==> src/design/tun_pkg.sv <==
`timescale 1ns / 1ps
package tun_pkg;
  localparam int IN_W    = 16;
  localparam int EDGE_W  = IN_W + 1;
  localparam int PROD_W  = 2 * EDGE_W;
  localparam int CROSS_W = PROD_W + 1;
  localparam int V_W     = 24;
  localparam int LEN_W   = 6;
  localparam int SQ_W    = 2 * V_W;
  localparam int SUM_W   = SQ_W + 2;
  localparam int ROOT_W  = SUM_W / 2;
  localparam int NORM_FRAC = 14;
  localparam int NUM_W   = V_W + NORM_FRAC + 2;
  localparam int DEN_W   = ROOT_W + 1;
  localparam int Q_W     = 17;
  localparam int OUT_W   = 16;

  typedef logic signed [CROSS_W-1:0] cross_t;

  // carried alongside the root and divide pipes
  typedef struct packed {
    logic                      degen;
    logic [2:0]                neg;
    logic [2:0][V_W-1:0]       v;
  } side_t;
endpackage

==> src/design/tun_scale.sv <==
`timescale 1ns / 1ps
module tun_scale
  import tun_pkg::*;
(
  input  logic                 clk,
  input  logic                 rst,
  input  logic                 en,
  input  logic                 in_valid,
  input  cross_t [2:0]         cr,
  output logic                 out_valid,
  output logic [SUM_W-1:0]     sum,
  output side_t                side
);
  localparam logic [LEN_W-1:0] TGT = LEN_W'(V_W);

  logic [CROSS_W-1:0] u_c [0:2];
  logic [CROSS_W-1:0] any_c;
  logic [LEN_W-1:0]   len_c;

  logic [CROSS_W-1:0] u [0:2];
  logic [LEN_W-1:0]   len;
  side_t              sa, sb, sc;
  logic [V_W-1:0]     v_c [0:2];
  logic [SQ_W-1:0]    sq [0:2];
  logic [2:0]         vld;

  always_comb begin
    any_c = '0;
    len_c = '0;
    for (int i = 0; i < 3; i++) begin
      u_c[i] = cr[i][CROSS_W-1] ? CROSS_W'(-cr[i]) : CROSS_W'(cr[i]);
      any_c = any_c | u_c[i];
    end
    // bit length of the OR equals that of the largest magnitude
    for (int i = 0; i < CROSS_W; i++)
      if (any_c[i]) len_c = LEN_W'(i + 1);
    for (int i = 0; i < 3; i++) begin
      if (len > TGT) v_c[i] = V_W'(u[i] >> (len - TGT));
      else           v_c[i] = V_W'(u[i] << (TGT - len));
    end
  end

  always_ff @(posedge clk) begin
    if (rst) begin
      vld <= '0;
      out_valid <= 1'b0;
    end else if (en) begin
      vld <= {vld[1:0], in_valid};
      out_valid <= vld[2];
    end
    if (en) begin
      for (int i = 0; i < 3; i++) begin
        u[i] <= u_c[i];
        sa.neg[i] <= cr[i][CROSS_W-1];
        sa.v[i] <= '0;
      end
      sa.degen <= (any_c == '0);
      len <= len_c;
      sb.degen <= sa.degen;
      sb.neg <= sa.neg;
      for (int i = 0; i < 3; i++) begin
        sb.v[i] <= v_c[i];
        sq[i] <= sb.v[i] * sb.v[i];
      end
      sc <= sb;
      sum <= SUM_W'(sq[0]) + SUM_W'(sq[1]) + SUM_W'(sq[2]);
      side <= sc;
    end
  end
endmodule

==> config.mk <==
export PLATFORM = sky130hd
export DESIGN_NAME = tun_scale
export DESIGN_NICKNAME = d
export VERILOG_FILES = /design/src/design/tun_pkg.sv /design/src/design/tun_scale.sv
export SDC_FILE = /design/constraint.sdc
export NUM_CORES = 2
export LEC_CHECK = 0
export CAP_MARGIN = 25
export CORE_MARGIN = 1.5
export CORE_UTILIZATION = 55
export DETAILED_ROUTE_END_ITERATION = 8
export DONT_BUFFER_PORTS = 1
export PLACE_DENSITY = 0.7
export RECOVER_POWER = 25
export SYNTH_ARGS = -nofsm -noshare
export SYNTH_HDL_FRONTEND = slang
export SYNTH_SLANG_ARGS = --single-unit
==> constraint.sdc <==
create_clock -name clk -period 16.4 [get_ports clk]
set_clock_uncertainty 0.1 [all_clocks]
set_input_delay 0.82 -clock clk [delete_from_list [all_inputs] [get_ports clk]]
set_output_delay 0.82 -clock clk [all_outputs]
set_load 0.1 [all_outputs]
==> results.sh <==
export IMPL_core_um2=141000
export IMPL_cts_path_max_buffers=3
export IMPL_n_fill_cell=12090
export IMPL_violations="slew limit"
export IMPL_setup_tns_final_ps=0
export IMPL_synth_seq_area_share_pct=20.5
export IMPL_drt_iter0_drc=4201
export IMPL_cp_arrival_ps=9480
export IMPL_period_share_pct=55.8
export IMPL_cp_cell_sequence="inv_1 -> nor2_1 -> fa_1 -> fa_1 -> fa_1 -> fa_1 -> fa_1 -> inv_1 -> fa_1 -> inv_1 -> fa_1 -> ha_1 -> a2111oi_0 -> o21ai_0 -> a211o_1 -> a41oi_1 -> nor4_1 -> o41ai_1 -> a21oi_1 -> or4_1 -> a31oi_1 -> xnor2_1"
export IMPL_grt_ovfl_total=0
export IMPL_routed_wl_um=212000
export IMPL_via_per_inst=5.77
export IMPL_postRouteAntennaNets=0
export IMPL_rsz0062_at_grt="false"
export IMPL_wl_met2_um=105000
export IMPL_fp_dieH_um=380
export IMPL_cts_repair_resized=0
export IMPL_finalWorstSetupSlack_ps=7250
export IMPL_insertion_delay_ps=700
export IMPL_slew_viol_final=27
export IMPL_crit_path_start_kind="register"
export IMPL_path_max_fanout=20
export IMPL_die_w_um=380
export IMPL_synth_cell_types=86
export IMPL_wl_met1_um=79200
export IMPL_crit_required_ps=16720
export IMPL_initial_utilization_pct=55.3
export IMPL_pre_cts_ws_ps=7400
export IMPL_async_flop_share_pct=0
export IMPL_fin_util_pct=58.4
export IMPL_row_count=138
export IMPL_timing_fmax_ghz=0.109
export IMPL_cpLargestDelayFamily="adder cells"
export IMPL_synth_area_leaders="fa_1, edfxtp_1, ha_1, inv_1, and2_1"
export IMPL_cts_setup_buffers=0
export IMPL_critical_path_buf_inv_count=3
export IMPL_antenna_found_initial=5
export IMPL_die_area_um2=144000
export IMPL_ys_ff_latch=535
export IMPL_slowest_stage="edfxtp_1"
export IMPL_synth_area_per_cell_um2=10.1
export IMPL_final_hold_violation_count=0
export IMPL_dr_wl_met3_um=14500
export IMPL_maxSlewHeadroom_pct=-0.249
export IMPL_clk_pin_slew_worst_paths_ps=70
export IMPL_ff2ff_path_depth=22
export IMPL_path_class="reg2reg"
export IMPL_cts_tree="built"
export IMPL_maxCapViolCount=0
export IMPL_clock_sinks=535
export IMPL_cts_root_buf="clkbuf_16"
export IMPL_synth_most_common_cell="inv_1"
export IMPL_post_drt_wl_per_cell_um=22.2
export IMPL_tightest_slew_ps=1500
export IMPL_areaGrowthSynthToFinish_pct=5.54
export IMPL_syn_area_um2=78200
export IMPL_pin_count=236
export IMPL_worst_path_stages=22
export IMPL_synthTopCellsByCount="inv_1, fa_1, nand2_1, ha_1, edfxtp_1"
export IMPL_hold_ws_ps=96.7
export IMPL_critPathMostFrequentCell="fa_1"
export IMPL_synth_cells=7713
export IMPL_top_layer_used="met4"
export IMPL_dp_hpwl_um=168000
export IMPL_gp_congestion=0.979
export IMPL_dr_total_vias=55007
export IMPL_cp_end_kind="register"
export IMPL_hold_depth=1
export IMPL_ys_flop_type="edfxtp_1"
export IMPL_nNetsFinal=9591
export IMPL_postCtsHoldBufs=0
export IMPL_yosysTopAreaCellShare_pct=33.6
export IMPL_outcome="finished with violations"
export IMPL_drc=0
export IMPL_setup_viol=0
export IMPL_h_tree_depth=3
export IMPL_grt_pass1_vias=59301
export IMPL_grt_max_degree=536
export IMPL_dr_pass1_iters=9
export IMPL_min_period_ps=9150
export IMPL_synth_edf_count=531
export IMPL_grt_pass1_wl_um=333000
export IMPL_drive_gt1_share_pct=4.84
export IMPL_port_buffers=0
export IMPL_grtUsageTotal_pct=30.0
export IMPL_cpPeakStageDelay_ps=940
export IMPL_ys_warn_count=0
export IMPL_yosysTopAreaCell="fa_1"
export IMPL_hold_class="in2reg"
export IMPL_cts_made_buffers=66
[layer usage]
layer / up-vias / global-route usage [%]
li1: 24519 / -
met5: - / 0
met3: 517 / 4.37
met1: 27725 / 36.8
met2: 2246 / 50.9
met4: 0 / 17.1
[area by class of cell]
class | instances | area (um^2) | area share, %
tap | 1890 | 2360 | 2.87
clock inverter | 50 | 583 | 0.707
sequential | 535 | 16000 | 19.4
inverter | 1655 | 6210 | 7.53
clock buffer | 70 | 1690 | 2.05
multi-input combinational | 5234 | 54900 | 66.5
timing repair buffer | 95 | 733 | 0.889
antenna | 2 | 5.00 | 0.00607
[cells by family after synthesis]
logic type / share of synthesized area (%)
and+or+nand+nor: 11.1
AOI/OAI and AO/OA: 8.60
muxes: 4.05
xor gates and xnor gates: 3.43
buffers and inverters: 9.36
adders and majority gates: 42.9
other: 0.00480
DFF: 20.5
[registers in the layout, summed over array words and instances, names as in the netlist]
signal / count
sa: 4
vld: 3
u: 105
sum: 50
out_valid: 1
side: 76
len: 6
sc: 76
sb: 76
sq: 138
[placed cells by master (no fill, tap or decap), drive strengths merged, types with 45 or more instances in the layout]
cell	n
xor2	86
o21ai	194
nand3	53
buf	95
and2	456
edfxtp	531
fa	1313
inv	1664
mux2i	134
nor2	327
o31ai	45
a21o	98
nor2b	59
clkbuf	70
nand2	605
xnor2	220
ha	582
a21oi	295
a211oi	81
nor3	55
mux4	62
[stage by stage]
| stage | cells | cell area, um^2 |
|---|---|---|
| 3_5_place_dp | 9408 | 80200 |
| 5_1_grt | 9530 | 82500 |
| 6_report | 9531 | 82500 |
| 2_1_floorplan | 7715 | 78200 |
| 4_1_cts | 9528 | 82500 |
| 3_3_place_gp | 9408 | 80200 |
[path summary, 6_finish.rpt]
check,start,end,slack [ps]
hold reg to reg,sc[55],side[55],300
setup reg to reg,sb[32],sq[0][95],7250
setup / recovery,sb[32],sq[0][95],7250
hold / removal,rst,out_valid,100
[worst register-to-register path, cell delays in order, from the launching register on]
cell	delay (ps)
edfxtp_1	940
inv_1	380
nor2_1	230
fa_1	460
fa_1	550
fa_1	450
fa_1	500
fa_1	550
inv_1	50
fa_1	470
inv_1	50
fa_1	360
ha_1	360
a2111oi_0	520
o21ai_0	210
a211o_1	310
a41oi_1	330
nor4_1	160
o41ai_1	840
a21oi_1	290
or4_1	460
a31oi_1	210
xnor2_1	80
Power is not shown: default switching activity piles up to over one toggle a cycle in this logic, so the estimate is an artifact.
