## config.mk

```make
export PLATFORM = sky130hd
export DESIGN_NAME = tun_isqrt
export DESIGN_NICKNAME = d
export VERILOG_FILES = /design/src/design/tun_pkg.sv /design/src/design/tun_isqrt.sv
export SDC_FILE = /design/constraint.sdc
export NUM_CORES = 2
export LEC_CHECK = 0
export BUFFER_PORTS_ARGS = -buffer_cell sky130_fd_sc_hd__buf_2
export CAP_MARGIN = 25
export CELL_PAD_IN_SITES_DETAIL_PLACEMENT = 1
export CELL_PAD_IN_SITES_GLOBAL_PLACEMENT = 1
export CORE_ASPECT_RATIO = 0.75
export CORE_UTILIZATION = 41
export DETAILED_ROUTE_END_ITERATION = 7
export PLACE_DENSITY = 0.69
export SETUP_SLACK_MARGIN = 0.02
export SLEW_MARGIN = 20
export SYNTH_ARGS = -nofsm -noshare
export SYNTH_HDL_FRONTEND = slang
export SYNTH_MEMORY_MAX_BITS = 65536
export SYNTH_SLANG_ARGS = --single-unit
```

## constraint.sdc

```tcl
create_clock -name clk -period 4.2 [get_ports clk]
set_input_delay 0.84 -clock clk [delete_from_list [all_inputs] [get_ports clk]]
set_output_delay 0.84 -clock clk [all_outputs]
set_load 0.01 [all_outputs]
```

## src/design/tun_pkg.sv

```systemverilog
`timescale 1ns / 1ps
package tun_pkg;
  localparam int IN_W    = 16;
  localparam int EDGE_W  = IN_W + 1;
  localparam int PROD_W  = 2 * EDGE_W;
  localparam int CROSS_W = PROD_W + 1;
  localparam int V_W     = 24;
  localparam int LEN_W   = 6;
  localparam int SQ_W    = 2 * V_W;
  localparam int SUM_W   = SQ_W + 2;
  localparam int ROOT_W  = SUM_W / 2;
  localparam int NORM_FRAC = 14;
  localparam int NUM_W   = V_W + NORM_FRAC + 2;
  localparam int DEN_W   = ROOT_W + 1;
  localparam int Q_W     = 17;
  localparam int OUT_W   = 16;

  typedef logic signed [CROSS_W-1:0] cross_t;

  // carried alongside the root and divide pipes
  typedef struct packed {
    logic                      degen;
    logic [2:0]                neg;
    logic [2:0][V_W-1:0]       v;
  } side_t;
endpackage

```

## src/design/tun_isqrt.sv

```systemverilog
`timescale 1ns / 1ps
module tun_isqrt
  import tun_pkg::*;
(
  input  logic                  clk,
  input  logic                  rst,
  input  logic                  en,
  input  logic                  in_valid,
  input  logic [SUM_W-1:0]      x_in,
  input  side_t                 side_in,
  output logic                  out_valid,
  output logic [ROOT_W-1:0]     root_out,
  output side_t                 side_out
);
  localparam int N    = ROOT_W;
  localparam int RW   = ROOT_W + 3;

  logic [SUM_W-1:0]  x    [0:N-1];
  logic [RW-1:0]     rem  [0:N-1];
  logic [ROOT_W-1:0] root [0:N-1];
  side_t             sd   [0:N-1];
  logic [N-1:0]      vld;

  logic [SUM_W-1:0]  x_n    [0:N-1];
  logic [RW-1:0]     rem_n  [0:N-1];
  logic [ROOT_W-1:0] root_n [0:N-1];

  logic [SUM_W-1:0]  xs;
  logic [RW-1:0]     rs, r2, trial;
  logic [ROOT_W-1:0] qs;

  // one root bit per stage: bring down two radicand bits, try 4q+1
  always_comb begin
    xs = '0; rs = '0; qs = '0; r2 = '0; trial = '0;
    for (int i = 0; i < N; i++) begin
      xs = (i == 0) ? x_in : x[(i == 0) ? 0 : i - 1];
      rs = (i == 0) ? '0   : rem[(i == 0) ? 0 : i - 1];
      qs = (i == 0) ? '0   : root[(i == 0) ? 0 : i - 1];
      r2 = {rs[RW-3:0], xs[SUM_W-1 -: 2]};
      trial = RW'({qs, 2'b01});
      x_n[i] = xs << 2;
      if (r2 >= trial) begin
        rem_n[i]  = r2 - trial;
        root_n[i] = {qs[ROOT_W-2:0], 1'b1};
      end else begin
        rem_n[i]  = r2;
        root_n[i] = {qs[ROOT_W-2:0], 1'b0};
      end
    end
  end

  always_ff @(posedge clk) begin
    if (rst) vld <= '0;
    else if (en) vld <= {vld[N-2:0], in_valid};
    if (en) begin
      for (int i = 0; i < N; i++) begin
        x[i] <= x_n[i];
        rem[i] <= rem_n[i];
        root[i] <= root_n[i];
        sd[i] <= (i == 0) ? side_in : sd[(i == 0) ? 0 : i - 1];
      end
    end
  end

  assign out_valid = vld[N-1];
  assign root_out  = root[N-1];
  assign side_out  = sd[N-1];
endmodule

```

==> out/qor.txt <==
Synth Cell Area: 127000 µm²
ys async rst share: 0%
CTS Sinks: 3439
FILL cells: 29100
Synth Flop Type: edfxtp_1
Rel. slew slack: 23.6%
gpl congestion: 0.838
Die ar.: 313000 µm²
clk_lat worst skew: 0.89 ns
Synth cell types: 83
GRT overflow: 0
Req. time, crit path: 4.78 ns
Seq. cell area: 103000 µm²
crit-path max cell delay: 0.61 ns
via count: 59600
Post-CTS Hold Buffers: 0
crit path buf inv count: 1
VDD IR max: 0.366 mV
most frequent cells in the layout: edfxtp_1, inv_1, nand2_1, nor2_1, ha_1
Worst setup EP type: flip-flop
Pre-Repair DR Iteration Count: 5
combinational power share: 9.8%
Period minus WS final: 3.65 ns
sequential power share: 53.3%
outcome: finished clean
CTS tree: done
clock power share: 36.9%
Row Count: 176
register area share after synthesis: 80.9%
maximum number of pins on one net before global-route repair: 140
Slowest-stage cell, CP: nor4_1
reg2reg path depth: 9
RR Startpoint: rem[0][47]$_DFFE_PP_
count of state elements after synthesis: 3439
reg2reg end: rem[0][79]$_DFFE_PP_
Crit. Startpoint: rem[0][47]$_DFFE_PP_
core area: 308000 µm²
cts repair resizes: 0
Final Util: 47.2%
Boundary Pins: 232
most common cell type on the critical path: nand2b_1
worst-path fanout max: 11
die span in y: 485 µm
number of buffers on the longest clock path: 4
Leak: 52.4 nW
Final Hold Viols: 0
Syn-to-layout area delta: 14.1%
worst slew pin tran: 1.15 ns
Starting Density: 41.4%
WS Path Type: reg -> reg
vias in the first global route: 62600
clock-pin slew on the worst setup and hold paths: 0.06 ns
first-pass GRT wire length: 340000 µm
worst min-delay path class: in -> reg
drt total wl: 216000 µm
input/output buffers: 231
Crit path max-delay family: simple AND/OR/NAND/NOR gates
period utilization: 86.8%
WL per Instance: 17.7 µm
PD cells: 551 nW/µm²
layout net count: 8317
CTS root buf: clkbuf_16
Iteration-0 DRC Markers: 4072
Post-DRT Antenna Nets: 0
WP data arrival: 4.22 ns
vias per cell: 4.89
crit path to: rem[0][79]$_DFFE_PP_
fraction of layout cells with a size suffix above 1: 10.9%
post-CTS setup buffers: 0
Switch Pwr: 18.6 mW
multi-input gate area in the final layout: 22100 µm²
Mapped Cells: 7263
most common cell after layout, fill and taps aside: edfxtp_1
critical path launch point type: flip-flop
Avg Cell Area, Syn: 17.5 µm²
CP cell instances: nor4_1 > nand2b_1 > nor3_1 > nand4_1 > nand3_1 > inv_1 > and2_1 > nand2_1 > nand2b_1
WHS Path Cells: 1
DRC violations left: 0
Syn Nets: 7745
All-Layer GR Usage: 13.5%
clk_skew: 0.0743 ns
Slew Viols, Final: 0
internal power: 61.5 mW
R2R Setup Slk: 0.55 ns
Crit. path cell count: 9
CTS Buf Count: 341
fmax: 274 MHz
Post-synth EDFFs: 3414
Max Cap Viol: 0
Die Wd: 645 µm
H-tree lvl count: 5
DPL Wire Length: 141000 µm
Sw Ratio: 23.2%
# setup viols final: 0
Synthesis Warnings: 0
Fin Setup TNS: 0 ns
RSZ-0062 raised after global routing: no
initial antenna violation count: 8
-- worst min-delay path by stage --
stage                          from              endpoint  slack (ns)
2_1_floorplan    sd[9][0]$_DFFE_PP_   sd[10][0]$_DFFE_PP_        0.40
3_3_place_gp   sd[17][24]$_DFFE_PP_  sd[18][24]$_DFFE_PP_        0.40
3_5_place_dp    sd[21][3]$_DFFE_PP_   sd[22][3]$_DFFE_PP_        0.41
4_1_cts                 side_in[41]   sd[0][41]$_DFFE_PP_      0.0006
5_1_grt                 side_in[41]   sd[0][41]$_DFFE_PP_        0.02
6_report                 side_in[3]    sd[0][3]$_DFFE_PP_        0.10
-- cells in the mapped netlist, types with 28 or more instances --
library cell	count	area, µm²
nor2b_1	45	282
inv_1	450	1690
or3_1	57	357
a211oi_1	28	210
nor4_1	69	432
o31ai_1	36	270
nand4_1	47	294
o21ai_0	284	1420
mux2i_1	31	310
ha_1	352	4400
nand2b_1	66	413
nor2_1	369	1390
edfxtp_1	3414	103000
o21a_1	76	571
clkbuf_1	72	270
xnor2_1	241	2110
a21o_1	113	848
nor3_1	129	646
mux2_2	37	417
a31oi_1	31	194
nand3_1	75	375
a21oi_1	290	1450
xor2_1	227	1990
nand2_1	380	1430
-- cell families (layout without fill, tap and decap cells) --
group | after synthesis | count (layout) | share of synthesized area [%]
flops | 3439 | 3439 | 80.9
simple gates | 1356 | 1356 | 5.13
compound gates | 1021 | 1021 | 4.96
buf+inv | 558 | 1399 | 1.73
xor+xnor | 468 | 468 | 3.22
fa+ha+maj | 352 | 352 | 3.46
mux | 68 | 68 | 0.571
other cells | 1 | 3 | 0.00295
-- worst reg2reg max path, delay by kind of cell (launching register included) --
kind	cells	cell delay, ns
simple gates	8	2.78
flops	1	0.53
buf+inv	1	0.08
-- final cells by class --
type	count	share of cell area, %
diodes	2	0.00345
multi-input cells	3266	15.2
well taps	4094	3.53
repair buffers	337	1.64
flip-flops and latches	3439	70.9
clock inverters	181	1.30
inverters	450	1.16
clock buffers	431	6.20
-- sequential cells by signal, indices dropped and copies added, names as in the netlist --
| register | cells |
|---|---|
| rem | 589 |
| root | 325 |
| sd | 1900 |
| vld | 25 |
| x | 600 |
-- through the flow --
step	instance area, µm²	total power, mW	setup WS [ns]	std cells	hold WS [ns]
after CTS	145000	81.3	0.562	12200	0.000567
after detailed placement	134000	51.3	0.613	11600	0.405
after floorplan	127000	48.0	0.851	7263	0.400
final	145000	80.1	0.554	12200	0.101
after global placement	134000	50.8	0.695	11600	0.400
after global routing	145000	83.5	0.193	12200	0.0243
-- layer usage --
layer	part of all wire, %	vias to the layer above	GRT usage, %	wire, µm
met5	0	-	0	0
met4	3.0	0	4.53	6480
met3	3.4	420	2.19	7420
met2	48	920	22.4	102000
met1	46	29700	18.1	99400
li1	-	28600	-	-
-- power by group through the flow --
stage,Combinational [mW],Clock [mW],Sequential (mW)
floorplan,5.24,0,42.8
global placement,7.45,0,43.3
detailed placement,7.80,0,43.5
CTS,7.86,30.7,42.8
global route,8.73,31.7,43.0
finish,7.85,29.5,42.7
Power figures use the tool's default switching activity.
